### src/hw/rtl/wfc_pkg.sv
// Shared types, constants and codes of the WLAN frame classifier.
`timescale 1ns / 1ps
`default_nettype none

package wfc_pkg;

    // Default sizing of the top level.
    localparam int POSITION_BITS_DEFAULT = 12;
    localparam int RESULT_FIFO_DEPTH     = 4;

    // Stream payload widths.
    localparam int IN_TDATA_BITS  = 16;
    localparam int OUT_TDATA_BITS = 128;

    // Configuration port.
    localparam int CFG_INDEX_BITS = 1;
    localparam int CFG_DATA_BITS  = 6;
    localparam logic [CFG_INDEX_BITS-1:0] CFG_CLASS_ENABLE    = 1'b0;
    localparam logic [CFG_INDEX_BITS-1:0] CFG_SSID_MAX_LENGTH = 1'b1;
    localparam logic [2:0] CLASS_ENABLE_RESET    = 3'b111;
    localparam logic [5:0] SSID_MAX_LENGTH_RESET = 6'd32;

    // Frame control fields.
    localparam logic [1:0] FTYPE_MGMT    = 2'd0;
    localparam logic [1:0] FTYPE_DATA    = 2'd2;
    localparam logic [3:0] SUB_PROBE_REQ = 4'd4;
    localparam logic [3:0] SUB_BEACON    = 4'd8;

    // Header layout, counted in bytes from the start of the frame.
    localparam int FC_LOW_POS      = 0;
    localparam int FC_HIGH_POS     = 1;
    localparam int PARSE_START_POS = 2;
    localparam int TA_FIRST_POS    = 10;
    localparam int TA_LAST_POS     = 15;
    localparam int BSSID_FIRST_POS = 16;
    localparam int BSSID_LAST_POS  = 21;
    localparam logic [5:0] HDR_LEN_3ADDR = 6'd24;
    localparam logic [5:0] HDR_LEN_4ADDR = 6'd30;
    localparam logic [5:0] QOS_LEN       = 6'd2;
    localparam logic [5:0] BEACON_FIXED  = 6'd12;
    localparam int IE_HEADER_BYTES       = 2;

    // SSID element.
    localparam logic [7:0] IE_ID_SSID   = 8'd0;
    localparam logic [5:0] SSID_LEN_MAX = 6'd32;

    // LLC/SNAP and EAPOL ethertype bytes, offsets from the start of the LLC.
    localparam logic [7:0] LLC_SNAP_BYTE = 8'hAA;
    localparam logic [7:0] EAPOL_TYPE_HI = 8'h88;
    localparam logic [7:0] EAPOL_TYPE_LO = 8'h8E;
    localparam int LLC_DSAP_OFS = 0;
    localparam int LLC_SSAP_OFS = 1;
    localparam int ETYPE_HI_OFS = 6;
    localparam int ETYPE_LO_OFS = 7;
    localparam int PAYLOAD_OFS  = 8;

    // Frame class codes.
    localparam logic [1:0] CLASS_OTHER  = 2'd0;
    localparam logic [1:0] CLASS_PROBE  = 2'd1;
    localparam logic [1:0] CLASS_BEACON = 2'd2;
    localparam logic [1:0] CLASS_EAPOL  = 2'd3;

    // Result kinds.
    localparam logic KIND_SSID_BYTE = 1'b0;
    localparam logic KIND_SUMMARY   = 1'b1;

    // Progress of the SSID element search in a beacon.
    typedef enum logic [1:0] {
        SSID_SEARCHING = 2'd0,
        SSID_LENGTH    = 2'd1,
        SSID_EMITTING  = 2'd2,
        SSID_DONE      = 2'd3
    } t_ssid_phase;

    // Progress of the LLC/SNAP plus EAPOL ethertype match.
    typedef enum logic [2:0] {
        EAPOL_NONE    = 3'd0,
        EAPOL_DSAP    = 3'd1,
        EAPOL_SSAP    = 3'd2,
        EAPOL_TYPE_H  = 3'd3,
        EAPOL_TYPE_L  = 3'd4,
        EAPOL_PAYLOAD = 3'd5
    } t_eapol_step;

    // One result item.
    typedef struct packed {
        logic               result_kind;
        logic [7:0]         ssid_byte;
        logic [1:0]         frame_class;
        logic               ssid_found;
        logic [5:0]         ssid_count;
        logic [47:0]        transmitter_address;
        logic [47:0]        bssid_address;
        logic signed [7:0]  frame_rssi;
        logic               final_result;
    } t_result;

    // Results produced by the parser for one byte: SSID byte first, summary second.
    typedef struct packed {
        logic    ssid_valid;
        t_result ssid;
        logic    summary_valid;
        t_result summary;
    } t_parse_out;

endpackage

`default_nettype wire

### src/hw/rtl/wfc_parser.sv
// Per-byte frame parser: frame state registers and the single-pass update logic.
`timescale 1ns / 1ps
`default_nettype none

module wfc_parser
    import wfc_pkg::*;
#(
    parameter int POSITION_BITS = POSITION_BITS_DEFAULT
) (
    input  wire logic              i_clk,
    input  wire logic              i_rst_n,
    input  wire logic              i_valid,
    input  wire logic [7:0]        i_byte,
    input  wire logic              i_first,
    input  wire logic              i_last,
    input  wire logic signed [7:0] i_rssi,
    input  wire logic [2:0]        i_class_enable,
    input  wire logic [5:0]        i_ssid_max_length,
    output t_parse_out             o_out
);

    localparam int PB = POSITION_BITS;
    localparam logic [PB-1:0] POS_MAX = {PB{1'b1}};

    // Frame state.
    logic [PB-1:0]     r_pos, n_pos, c_pos;
    logic [15:0]       r_fc, n_fc, c_fc;
    logic [47:0]       r_ta, n_ta, c_ta;
    logic [47:0]       r_ba, n_ba, c_ba;
    logic [PB-1:0]     r_cursor, n_cursor, c_cursor;
    logic [7:0]        r_left, n_left, c_left;
    t_ssid_phase       r_phase, n_phase, c_phase;
    logic [5:0]        r_emitted, n_emitted, c_emitted;
    t_eapol_step       r_eapol, n_eapol, c_eapol;
    logic signed [7:0] r_rssi, n_rssi;

    // Intermediate values of the update.
    logic [5:0]    w_hdr_len;
    logic [5:0]    w_llc_start;
    logic [PB:0]   w_pos_ext;
    logic [PB:0]   w_ie_start;
    logic [PB:0]   w_ie_ofs;
    logic [PB:0]   w_llc_ofs;
    logic [PB+1:0] w_next_elem;
    logic [PB+1:0] w_next_reach;
    logic [5:0]    w_max_len;
    logic          w_beacon;
    logic [1:0]    w_class;

    // Header length and limits taken from the frame control seen so far.
    always_comb begin
        w_hdr_len   = (c_fc[9:8] == 2'b11) ? HDR_LEN_4ADDR : HDR_LEN_3ADDR;
        w_llc_start = w_hdr_len + (c_fc[7] ? QOS_LEN : 6'd0);
        w_pos_ext   = {1'b0, c_pos};
        w_ie_start  = (PB+1)'(w_hdr_len) + (PB+1)'(BEACON_FIXED);
        w_ie_ofs    = w_pos_ext - w_ie_start;
        w_llc_ofs   = w_pos_ext - (PB+1)'(w_llc_start);
        w_next_elem = {2'b00, c_cursor} + (PB+2)'(IE_HEADER_BYTES) + (PB+2)'(i_byte);
        w_next_reach = w_next_elem + {1'b0, w_ie_start};
        w_max_len   = (i_ssid_max_length > SSID_LEN_MAX) ? SSID_LEN_MAX : i_ssid_max_length;
        w_beacon    = (c_fc[3:2] == FTYPE_MGMT) && (c_fc[7:4] == SUB_BEACON)
                      && i_class_enable[1];
    end

    // Single-pass update of the frame state and the results for this byte.
    always_comb begin
        // A first mark drops whatever frame was in progress.
        c_pos     = i_first ? '0 : r_pos;
        c_fc      = i_first ? '0 : r_fc;
        c_ta      = i_first ? '0 : r_ta;
        c_ba      = i_first ? '0 : r_ba;
        c_cursor  = i_first ? '0 : r_cursor;
        c_left    = i_first ? '0 : r_left;
        c_phase   = i_first ? SSID_SEARCHING : r_phase;
        c_emitted = i_first ? '0 : r_emitted;
        c_eapol   = i_first ? EAPOL_NONE : r_eapol;
        n_rssi    = i_first ? i_rssi : r_rssi;

        n_pos     = c_pos;
        n_fc      = c_fc;
        n_ta      = c_ta;
        n_ba      = c_ba;
        n_cursor  = c_cursor;
        n_left    = c_left;
        n_phase   = c_phase;
        n_emitted = c_emitted;
        n_eapol   = c_eapol;
        w_class   = CLASS_OTHER;
        o_out     = '0;

        if (c_pos != POS_MAX) begin
            n_pos = c_pos + PB'(1);

            // Frame control and the two address fields.
            if (c_pos == PB'(FC_LOW_POS)) begin
                n_fc[7:0] = i_byte;
            end else if (c_pos == PB'(FC_HIGH_POS)) begin
                n_fc[15:8] = i_byte;
            end
            if (c_pos >= PB'(TA_FIRST_POS) && c_pos <= PB'(TA_LAST_POS)) begin
                n_ta = {c_ta[39:0], i_byte};
            end else if (c_pos >= PB'(BSSID_FIRST_POS) && c_pos <= PB'(BSSID_LAST_POS)) begin
                n_ba = {c_ba[39:0], i_byte};
            end

            if (c_pos >= PB'(PARSE_START_POS)) begin
                // Beacon information element walk.
                if (w_beacon && (w_pos_ext >= w_ie_start)) begin
                    case (c_phase)
                        SSID_SEARCHING: begin
                            if (w_ie_ofs[PB-1:0] == c_cursor) begin
                                n_left  = i_byte;
                                n_phase = SSID_LENGTH;
                            end
                        end
                        SSID_LENGTH: begin
                            if (c_left == IE_ID_SSID && i_byte != 8'd0
                                    && i_byte <= {2'b00, w_max_len}) begin
                                n_left  = i_byte;
                                n_phase = SSID_EMITTING;
                            end else begin
                                n_left = '0;
                                if (w_next_reach >= (PB+2)'(POS_MAX)) begin
                                    n_phase = SSID_DONE;
                                end else begin
                                    n_cursor = w_next_elem[PB-1:0];
                                    n_phase  = SSID_SEARCHING;
                                end
                            end
                        end
                        SSID_EMITTING: begin
                            n_emitted = c_emitted + 6'd1;
                            o_out.ssid_valid               = 1'b1;
                            o_out.ssid.result_kind         = KIND_SSID_BYTE;
                            o_out.ssid.ssid_byte           = i_byte;
                            o_out.ssid.frame_class         = CLASS_BEACON;
                            o_out.ssid.ssid_found          = 1'b1;
                            o_out.ssid.ssid_count          = n_emitted;
                            o_out.ssid.transmitter_address = '0;
                            o_out.ssid.bssid_address       = '0;
                            o_out.ssid.frame_rssi          = n_rssi;
                            o_out.ssid.final_result        = 1'b0;
                            if (c_left != 8'd0) begin
                                n_left = c_left - 8'd1;
                            end
                            if (n_left == 8'd0) begin
                                n_phase = SSID_DONE;
                            end
                        end
                        default: begin
                            n_phase = c_phase;
                        end
                    endcase
                end

                // LLC/SNAP header carrying the EAPOL ethertype.
                if (c_fc[3:2] == FTYPE_DATA && w_pos_ext >= (PB+1)'(w_llc_start)) begin
                    if (w_llc_ofs == (PB+1)'(LLC_DSAP_OFS) && c_eapol == EAPOL_NONE
                            && i_byte == LLC_SNAP_BYTE) begin
                        n_eapol = EAPOL_DSAP;
                    end else if (w_llc_ofs == (PB+1)'(LLC_SSAP_OFS) && c_eapol == EAPOL_DSAP
                            && i_byte == LLC_SNAP_BYTE) begin
                        n_eapol = EAPOL_SSAP;
                    end else if (w_llc_ofs == (PB+1)'(ETYPE_HI_OFS) && c_eapol == EAPOL_SSAP
                            && i_byte == EAPOL_TYPE_HI) begin
                        n_eapol = EAPOL_TYPE_H;
                    end else if (w_llc_ofs == (PB+1)'(ETYPE_LO_OFS) && c_eapol == EAPOL_TYPE_H
                            && i_byte == EAPOL_TYPE_LO) begin
                        n_eapol = EAPOL_TYPE_L;
                    end else if (w_llc_ofs == (PB+1)'(PAYLOAD_OFS)
                            && c_eapol == EAPOL_TYPE_L) begin
                        n_eapol = EAPOL_PAYLOAD;
                    end
                end
            end
        end

        // Summary at the last byte, then a clean start for the next frame.
        if (i_last) begin
            if (n_fc[3:2] == FTYPE_MGMT && n_fc[7:4] == SUB_PROBE_REQ
                    && i_class_enable[0]) begin
                w_class = CLASS_PROBE;
            end else if (n_fc[3:2] == FTYPE_MGMT && n_fc[7:4] == SUB_BEACON
                    && i_class_enable[1]) begin
                w_class = CLASS_BEACON;
            end else if (n_fc[3:2] == FTYPE_DATA && n_eapol == EAPOL_PAYLOAD
                    && i_class_enable[2]) begin
                w_class = CLASS_EAPOL;
            end
            o_out.summary_valid               = 1'b1;
            o_out.summary.result_kind         = KIND_SUMMARY;
            o_out.summary.ssid_byte           = 8'd0;
            o_out.summary.frame_class         = w_class;
            o_out.summary.ssid_found          = (n_emitted != 6'd0);
            o_out.summary.ssid_count          = n_emitted;
            o_out.summary.transmitter_address = n_ta;
            o_out.summary.bssid_address       = n_ba;
            o_out.summary.frame_rssi          = n_rssi;
            o_out.summary.final_result        = 1'b1;

            n_pos     = '0;
            n_fc      = '0;
            n_ta      = '0;
            n_ba      = '0;
            n_cursor  = '0;
            n_left    = '0;
            n_phase   = SSID_SEARCHING;
            n_emitted = '0;
            n_eapol   = EAPOL_NONE;
        end

        // Results only leave with a transaction being processed.
        if (!i_valid) begin
            o_out.ssid_valid    = 1'b0;
            o_out.summary_valid = 1'b0;
        end
    end

    // State registers, updated once per processed byte.
    always_ff @(posedge i_clk) begin
        if (!i_rst_n) begin
            r_pos     <= '0;
            r_fc      <= '0;
            r_ta      <= '0;
            r_ba      <= '0;
            r_cursor  <= '0;
            r_left    <= '0;
            r_phase   <= SSID_SEARCHING;
            r_emitted <= '0;
            r_eapol   <= EAPOL_NONE;
            r_rssi    <= '0;
        end else if (i_valid) begin
            r_pos     <= n_pos;
            r_fc      <= n_fc;
            r_ta      <= n_ta;
            r_ba      <= n_ba;
            r_cursor  <= n_cursor;
            r_left    <= n_left;
            r_phase   <= n_phase;
            r_emitted <= n_emitted;
            r_eapol   <= n_eapol;
            r_rssi    <= n_rssi;
        end
    end

endmodule

`default_nettype wire

### src/hw/rtl/wfc_result_fifo.sv
// Small result queue that takes up to two results and gives one per cycle while the reader is ready.
`timescale 1ns / 1ps
`default_nettype none

module wfc_result_fifo
    import wfc_pkg::*;
#(
    parameter int DEPTH = RESULT_FIFO_DEPTH   // power of two, at least 4
) (
    input  wire logic    i_clk,
    input  wire logic    i_rst_n,
    input  wire logic    i_push0,
    input  wire t_result i_data0,
    input  wire logic    i_push1,
    input  wire t_result i_data1,
    output logic         o_room2,
    output logic         o_valid,
    output t_result      o_data,
    input  wire logic    i_ready
);

    localparam int PTR_BITS = $clog2(DEPTH);
    localparam int CNT_BITS = $clog2(DEPTH + 1);

    t_result               r_mem [DEPTH];
    logic [PTR_BITS-1:0]   r_wr_ptr, n_wr_ptr;
    logic [PTR_BITS-1:0]   r_rd_ptr, n_rd_ptr;
    logic [CNT_BITS-1:0]   r_count, n_count;
    logic                  w_pop;
    logic [1:0]            w_pushes;
    t_result               w_first;

    assign o_valid = (r_count != '0);
    assign o_data  = r_mem[r_rd_ptr];
    assign o_room2 = (r_count <= CNT_BITS'(DEPTH - 2));
    assign w_pop   = o_valid && i_ready;

    // Pointer and fill bookkeeping.
    always_comb begin
        w_pushes = {1'b0, i_push0} + {1'b0, i_push1};
        w_first  = i_push0 ? i_data0 : i_data1;
        n_wr_ptr = r_wr_ptr + PTR_BITS'(w_pushes);
        n_rd_ptr = r_rd_ptr + PTR_BITS'(w_pop);
        n_count  = r_count + CNT_BITS'(w_pushes) - CNT_BITS'(w_pop);
    end

    always_ff @(posedge i_clk) begin
        if (!i_rst_n) begin
            r_wr_ptr <= '0;
            r_rd_ptr <= '0;
            r_count  <= '0;
        end else begin
            r_wr_ptr <= n_wr_ptr;
            r_rd_ptr <= n_rd_ptr;
            r_count  <= n_count;
        end
    end

    // Entry storage: the SSID byte result lands ahead of the summary.
    always_ff @(posedge i_clk) begin
        if (i_push0 || i_push1) begin
            r_mem[r_wr_ptr] <= w_first;
        end
        if (i_push0 && i_push1) begin
            r_mem[r_wr_ptr + PTR_BITS'(1)] <= i_data1;
        end
    end

endmodule

`default_nettype wire

### src/hw/rtl/wlan_frame_classifier.sv
// Top level of the WLAN frame classifier: stream ports, configuration and input stage.
//
//  Channel   Direction  Transaction carries
//  s_axis    in         tdata[7:0] frame_byte, tdata[15:8] signal_strength,
//                       tuser first_byte, tlast last_byte
//  m_axis    out        tdata: ssid_byte, frame_class, ssid_found, ssid_count,
//                       transmitter_address, bssid_address, frame_rssi;
//                       tuser result_kind, tlast final_result
//  cfg       in         write enable, index (0 class_enable, 1 ssid_max_length), data
//
// One byte is accepted per cycle. A byte is first registered in the input stage; it is
// parsed once the queue can take its results (none, one or two), which then enter a
// four-entry result queue. Input is held off only while the
// queue cannot take two more results, so a steady stream with one result per byte
// flows at full rate. Reset is synchronous; it clears all frame state and restores
// the configuration defaults.
`timescale 1ns / 1ps
`default_nettype none

module wlan_frame_classifier
    import wfc_pkg::*;
#(
    parameter int POSITION_BITS = POSITION_BITS_DEFAULT
) (
    input  wire logic                      i_clk,
    input  wire logic                      i_rst_n,
    // Bytes in
    input  wire logic                      i_s_axis_tvalid,
    output logic                           o_s_axis_tready,
    input  wire logic [IN_TDATA_BITS-1:0]  i_s_axis_tdata,   // frame_byte, signal_strength
    input  wire logic                      i_s_axis_tuser,   // first_byte
    input  wire logic                      i_s_axis_tlast,   // last_byte
    // Results out
    output logic                           o_m_axis_tvalid,
    input  wire logic                      i_m_axis_tready,
    // ssid_byte, frame_class, ssid_found, ssid_count, transmitter_address,
    // bssid_address, frame_rssi, zero fill
    output logic [OUT_TDATA_BITS-1:0]      o_m_axis_tdata,
    output logic                           o_m_axis_tuser,   // result_kind
    output logic                           o_m_axis_tlast,   // final_result
    // Configuration writes
    input  wire logic                      i_cfg_we,
    input  wire logic [CFG_INDEX_BITS-1:0] i_cfg_index,
    input  wire logic [CFG_DATA_BITS-1:0]  i_cfg_data
);

    logic [2:0]        r_class_enable;
    logic [5:0]        r_ssid_max_length;
    logic              r_in_valid;
    logic [7:0]        r_in_byte;
    logic              r_in_first;
    logic              r_in_last;
    logic signed [7:0] r_in_rssi;
    logic              w_room2;
    logic              w_advance;
    logic              w_in_accept;
    t_parse_out        w_parse;
    t_result           w_head;

    // Configuration registers.
    always_ff @(posedge i_clk) begin
        if (!i_rst_n) begin
            r_class_enable    <= CLASS_ENABLE_RESET;
            r_ssid_max_length <= SSID_MAX_LENGTH_RESET;
        end else if (i_cfg_we) begin
            case (i_cfg_index)
                CFG_CLASS_ENABLE:    r_class_enable    <= i_cfg_data[2:0];
                CFG_SSID_MAX_LENGTH: r_ssid_max_length <= i_cfg_data[5:0];
                default: begin
                    r_class_enable <= r_class_enable;
                end
            endcase
        end
    end

    // Input stage: moves on whenever the queue can take this byte's results.
    assign w_advance       = r_in_valid && w_room2;
    assign o_s_axis_tready = !r_in_valid || w_room2;
    assign w_in_accept     = i_s_axis_tvalid && o_s_axis_tready;

    always_ff @(posedge i_clk) begin
        if (!i_rst_n) begin
            r_in_valid <= 1'b0;
        end else if (w_in_accept) begin
            r_in_valid <= 1'b1;
        end else if (w_advance) begin
            r_in_valid <= 1'b0;
        end
    end

    always_ff @(posedge i_clk) begin
        if (w_in_accept) begin
            r_in_byte  <= i_s_axis_tdata[7:0];
            r_in_rssi  <= i_s_axis_tdata[15:8];
            r_in_first <= i_s_axis_tuser;
            r_in_last  <= i_s_axis_tlast;
        end
    end

    wfc_parser #(
        .POSITION_BITS(POSITION_BITS)
    ) u_parser (
        .i_clk            (i_clk),
        .i_rst_n          (i_rst_n),
        .i_valid          (w_advance),
        .i_byte           (r_in_byte),
        .i_first          (r_in_first),
        .i_last           (r_in_last),
        .i_rssi           (r_in_rssi),
        .i_class_enable   (r_class_enable),
        .i_ssid_max_length(r_ssid_max_length),
        .o_out            (w_parse)
    );

    wfc_result_fifo #(
        .DEPTH(RESULT_FIFO_DEPTH)
    ) u_result_fifo (
        .i_clk  (i_clk),
        .i_rst_n(i_rst_n),
        .i_push0(w_parse.ssid_valid),
        .i_data0(w_parse.ssid),
        .i_push1(w_parse.summary_valid),
        .i_data1(w_parse.summary),
        .o_room2(w_room2),
        .o_valid(o_m_axis_tvalid),
        .o_data (w_head),
        .i_ready(i_m_axis_tready)
    );

    // Output packing, first field in the lowest bits.
    assign o_m_axis_tdata = {7'd0,
                             w_head.frame_rssi,
                             w_head.bssid_address,
                             w_head.transmitter_address,
                             w_head.ssid_count,
                             w_head.ssid_found,
                             w_head.frame_class,
                             w_head.ssid_byte};
    assign o_m_axis_tuser = w_head.result_kind;
    assign o_m_axis_tlast = w_head.final_result;

endmodule

`default_nettype wire

### config.mk
export PLATFORM = sky130hd
export DESIGN_NAME = wlan_frame_classifier
export DESIGN_NICKNAME = d
export VERILOG_FILES = /design/src/hw/rtl/wfc_pkg.sv /design/src/hw/rtl/wfc_parser.sv /design/src/hw/rtl/wfc_result_fifo.sv /design/src/hw/rtl/wlan_frame_classifier.sv
export SDC_FILE = /design/constraint.sdc
export NUM_CORES = 1
export LEC_CHECK = 0
export BUFFER_PORTS_ARGS = -buffer_cell sky130_fd_sc_hd__buf_2
export CAP_MARGIN = 30
export CORE_ASPECT_RATIO = 1.75
export CORE_MARGIN = 5
export CORE_UTILIZATION = 43
export DETAILED_ROUTE_END_ITERATION = 8
export GPL_ROUTABILITY_DRIVEN = 0
export PLACE_DENSITY = 0.58
export SYNTH_ARGS = -nofsm -noshare
export SYNTH_HDL_FRONTEND = slang
export SYNTH_HIERARCHICAL = 1
export SYNTH_SLANG_ARGS = --single-unit
### constraint.sdc
create_clock -name i_clk -period 31.3 [get_ports i_clk]
set_input_delay 1.565 -clock i_clk [delete_from_list [all_inputs] [get_ports i_clk]]
set_output_delay 1.565 -clock i_clk [all_outputs]
set_load 0.01 [all_outputs]
==> impl_metrics.py <==
metrics = {
    "setup_path": {
        "crit_fanout": 247,
        "critPathKind": "flip-flop to flip-flop",
        "cp-end-kind": "flip-flop",
        "critical_path.top_delay_family": "buffers and inverters",
        "startpoint_type": "flip-flop",
        "critical_path.most_common_cell": "buf_4",
        "crit_arrival_ns": 7.45,
        "cp.required_ns": 31.57,
        "cp_cell_sequence": "buf_4, inv_1, buf_4, nand2_1, inv_1, ha_1, nor2b_1, o31a_1, o31a_1, o211ai_2, or2_2, nor2_4, buf_12, inv_1, ha_1, nor2_1, a21o_4, buf_4, buf_4",
        "r2r.worst_path.cells": 19,
        "max_stage_delay_ns": 0.78,
        "r2r_end": "u_result_fifo/r_mem[2][77]$_DFFE_PP_",
        "crit_buf_inv": 8,
        "slowest_stage": "buf_4",
        "worstReg2RegStart": "r_in_first$_DFFE_PP_",
        "r2r_slack_ns": 24.11,
    },
    "worst_hold_path": {
        "whs_path_depth": 2,
        "hold_start": "r_ssid_max_length[1]$_SDFFE_PN0P_",
        "worstHoldEndpoint": "r_ssid_max_length[1]$_SDFFE_PN0P_",
        "hold_path.class": "flip-flop to flip-flop",
    },
    "logic_synthesis": {
        "yosysWarnings": 6,
        "synth_seq_cells": 682,
        "synthCells": 3533,
        "ys_seq_area_share_pct": 48.7,
        "syn_area_mm2": 0.0386,
        "netlist-cell-type-count": 85,
        "synth_edf_count": 510,
        "synthArstFlopShare_pct": 0,
        "syn_area_per_cell_um2": 10.9,
        "ys.flop_type": "edfxtp_1",
    },
    "drt": {
        "vias_per_cell": 6.26,
        "avgRoutedWirePerCell_um": 24.7,
        "ant_nets": 0,
        "vias": 29586,
        "drt_iter0_drc": 2650,
        "first_pass_iters": 6,
        "wirelength_um": 117000,
        "drc_errors": 0,
    },
    "timing": {
        "rsz0062_at_grt": "false",
        "fmax_ghz": 0.139,
        "worst_slew_pin_slew_ns": 1.36,
        "relSlewSlack_pct": 9.61,
        "fin_crit_sh_pct": 23.0,
        "setup_viol": 0,
        "fin_setup_tns_ns": 0,
        "skew_ns": 0.0253,
        "min_period_ns": 7.19,
        "slew_violations": 0,
        "final_hold_viol_count": 0,
    },
    "global_route": {
        "grt.overflow.total": 0,
        "grt_start_max_net_pins": 248,
        "grt_pass1_wl_um": 177000,
        "grt_pass1_vias": 29927,
        "grt_antenna_before_repair": 4,
        "grt_usage_pct": 23.5,
    },
    "layout": {
        "final_net_count": 3568,
        "final_layout_size_suffix_gt1_share_pct": 13.6,
        "final_cell_count_no_fill": 4725,
        "syn_to_final_growth_pct": 8.90,
    },
    "clock_network": {
        "postCtsHoldBufs": 0,
        "htree_num_levels": 3,
        "cts_sinks": 682,
        "cts.clk_slew.worst_paths_ns": 0.06,
        "cts_setup_buffers": 0,
        "postCtsResizedCells": 0,
        "clockRootBuffer": "clkbuf_16",
        "cts_buffer_depth": 3,
        "clk-insertion-delay-late_ns": 0.66,
        "cts_buffers": 70,
        "cts_tree": "yes",
    },
    "pwr": {
        "ir_worst_vdd_uv": 59.9,
        "p_per_area_mw_per_mm2": 54.0,
        "leakage_uw": 0.0133,
    },
    "die": {
        "std_cell_rows": 145,
        "fp.dieW_um": 236,
        "fp.dieH_um": 406,
        "floorplan.initialDensity_pct": 43.3,
        "io_pins": 162,
        "die-area_mm2": 0.0960,
        "design.core.area_mm2": 0.0891,
    },
    "place": {
        "dp_hpwl_um": 69400,
        "io_buffers": 154,
        "dp_cells": 4591,
    },
    "status": {
        "status": "finished, final reports clean",
    },
    "run": {
        "drv_cap": 0,
    },
}
==> how the worst max path moves through the flow <==
| stage | start | end | slack [ns] | cells past startpoint |
|---|---|---|---|---|
| final | r_in_first$_DFFE_PP_ | u_result_fifo/r_mem[2][77]$_DFFE_PP_ | 24.11 | 19 |
| after global routing | r_in_first$_DFFE_PP_ | u_result_fifo/r_mem[2][70]$_DFFE_PP_ | 23.47 | 19 |
| after CTS | r_in_first$_DFFE_PP_ | u_result_fifo/r_mem[2][72]$_DFFE_PP_ | 23.79 | 19 |
| after detailed placement | r_in_first$_DFFE_PP_ | u_result_fifo/r_mem[2][85]$_DFFE_PP_ | 23.82 | 19 |
| after global placement | r_in_first$_DFFE_PP_ | u_result_fifo/r_mem[2][77]$_DFFE_PP_ | 23.94 | 19 |
| after floorplan | r_in_first$_DFFE_PP_ | u_result_fifo/r_mem[3][0]$_DFFE_PP_ | 16.82 | 23 |
==> metrics by stage <==
| step | utilization [%] | instance area [µm²] | hold WS, ns | setup slack (ns) | total power (µW) |
|---|---|---|---|---|---|
| after global routing | 47.1 | 42000 | 0.478 | 23.47 | 2350 |
| final | 47.1 | 42000 | 0.449 | 24.11 | 2270 |
| after detailed placement | 44.5 | 39600 | 0.444 | 23.82 | 1430 |
| after floorplan | - | 39000 | 0.424 | 16.82 | 1280 |
| after global placement | 44.3 | 39500 | 0.436 | 23.94 | 1430 |
| after CTS | 47.1 | 42000 | 0.452 | 23.79 | 2300 |
==> final cells by class <==
| type | count | area [µm²] |
|---|---|---|
| Clock buffer | 87 | 1870 |
| Multi-Input combinational cell | 2482 | 17900 |
| Clock inverter | 43 | 460 |
| Antenna cell | 3 | 7.51 |
| Tap cell | 1176 | 1470 |
| Sequential cell | 682 | 18800 |
| Fill cell | 8181 | 47100 |
| Inverter | 42 | 158 |
| Timing Repair Buffer | 210 | 1360 |
==> where the power goes <==
| part | internal (µW) | switching (µW) | leakage, µW |
|---|---|---|---|
| combinational | 167 | 221 | 0.00610 |
| sequential | 987 | 27.3 | 0.00611 |
| clock | 489 | 378 | 0.00113 |
==> cells in the final DEF (no fill, tap or decap), types with 8 or more instances in the layout <==
cell type	Yosys	final
edfxtp_1	510	510
nand2_1	497	495
o221ai_1	494	494
nand2b_1	252	251
dfxtp_1	172	169
nor2b_1	169	169
buf_2	99	153
a21oi_1	143	142
mux4_2	123	123
conb_1	2	114
a22oi_1	107	107
nor2_1	93	90
clkbuf_16	0	72
buf_4	134	47
ha_1	45	45
inv_1	41	41
o21ai_0	40	40
and2_1	30	30
xnor2_1	26	26
and3_1	27	26
nor3_1	25	24
nor4_1	19	18
nand3_1	17	17
o21a_1	15	15
mux2i_1	15	15
nand4_1	14	14
clkbuf_1	194	14
a21boi_0	14	13
a22o_1	13	13
o211ai_1	12	12
clkinv_1	0	12
xor2_1	11	11
or3_1	11	11
clkinv_2	0	10
or4_1	10	10
a211oi_1	10	10
nor3b_1	9	9
a31oi_1	8	8
==> registers in the layout (all words and copies together), names as in the netlist, 6 cells and up <==
name	flops
r_in_byte	8
u_parser/r_ba	48
u_parser/r_left	8
u_parser/r_pos	12
u_parser/r_emitted	6
r_ssid_max_length	6
u_parser/r_ta	48
r_in_rssi	8
u_parser/r_cursor	12
u_result_fifo/r_mem	492
u_parser/r_fc	8
u_parser/r_rssi	8
==> tightest hold or removal path, stage by stage (launching register included) <==
cell and delay, ns:
dfxtp_1 0.31, nand2_1 0.05, o21ai_1 0.05
==> synthesized netlist by cell type (13+ instances only) <==
library cell	instances	area share (%)
nand2_1	497	4.8
edfxtp_1	510	40
buf_4	134	2.6
nand3_1	17	0.22
inv_1	41	0.40
a22oi_1	107	2.1
a21boi_0	14	0.27
clkbuf_1	194	1.9
o21a_1	15	0.29
nor2_1	93	0.91
and3_1	27	0.44
nor2b_1	169	2.7
mux4_2	123	7.2
ha_1	45	1.5
and2_1	30	0.49
buf_2	99	1.3
dfxtp_1	172	8.9
xnor2_1	26	0.59
a22o_1	13	0.30
nor3_1	25	0.32
nor4_1	19	0.31
o21ai_0	40	0.52
o221ai_1	494	11
a21oi_1	143	1.9
nand2b_1	252	4.1
mux2i_1	15	0.39
nand4_1	14	0.23
==> per-layer routing <==
metal	global-route usage, %	routed length (µm)	vias up
li1	-	-	13428
met1	28.4	45100	14714
met2	41.9	59400	1151
met3	2.75	6600	291
met4	11.2	5490	2
met5	0	13	-
==> logic make-up after synthesis <==
logic type	share of synthesized area, %
AO/OA/AOI/OAI	18.6
XOR/XNOR	0.957
adder cells (fa/ha/maj)	1.75
buffers and inverters	6.35
flip-flops	48.7
multiplexers	7.64
other	0.0195
AND/OR/NAND/NOR	16.0
Note: power is estimated with default switching activity, not from simulation.
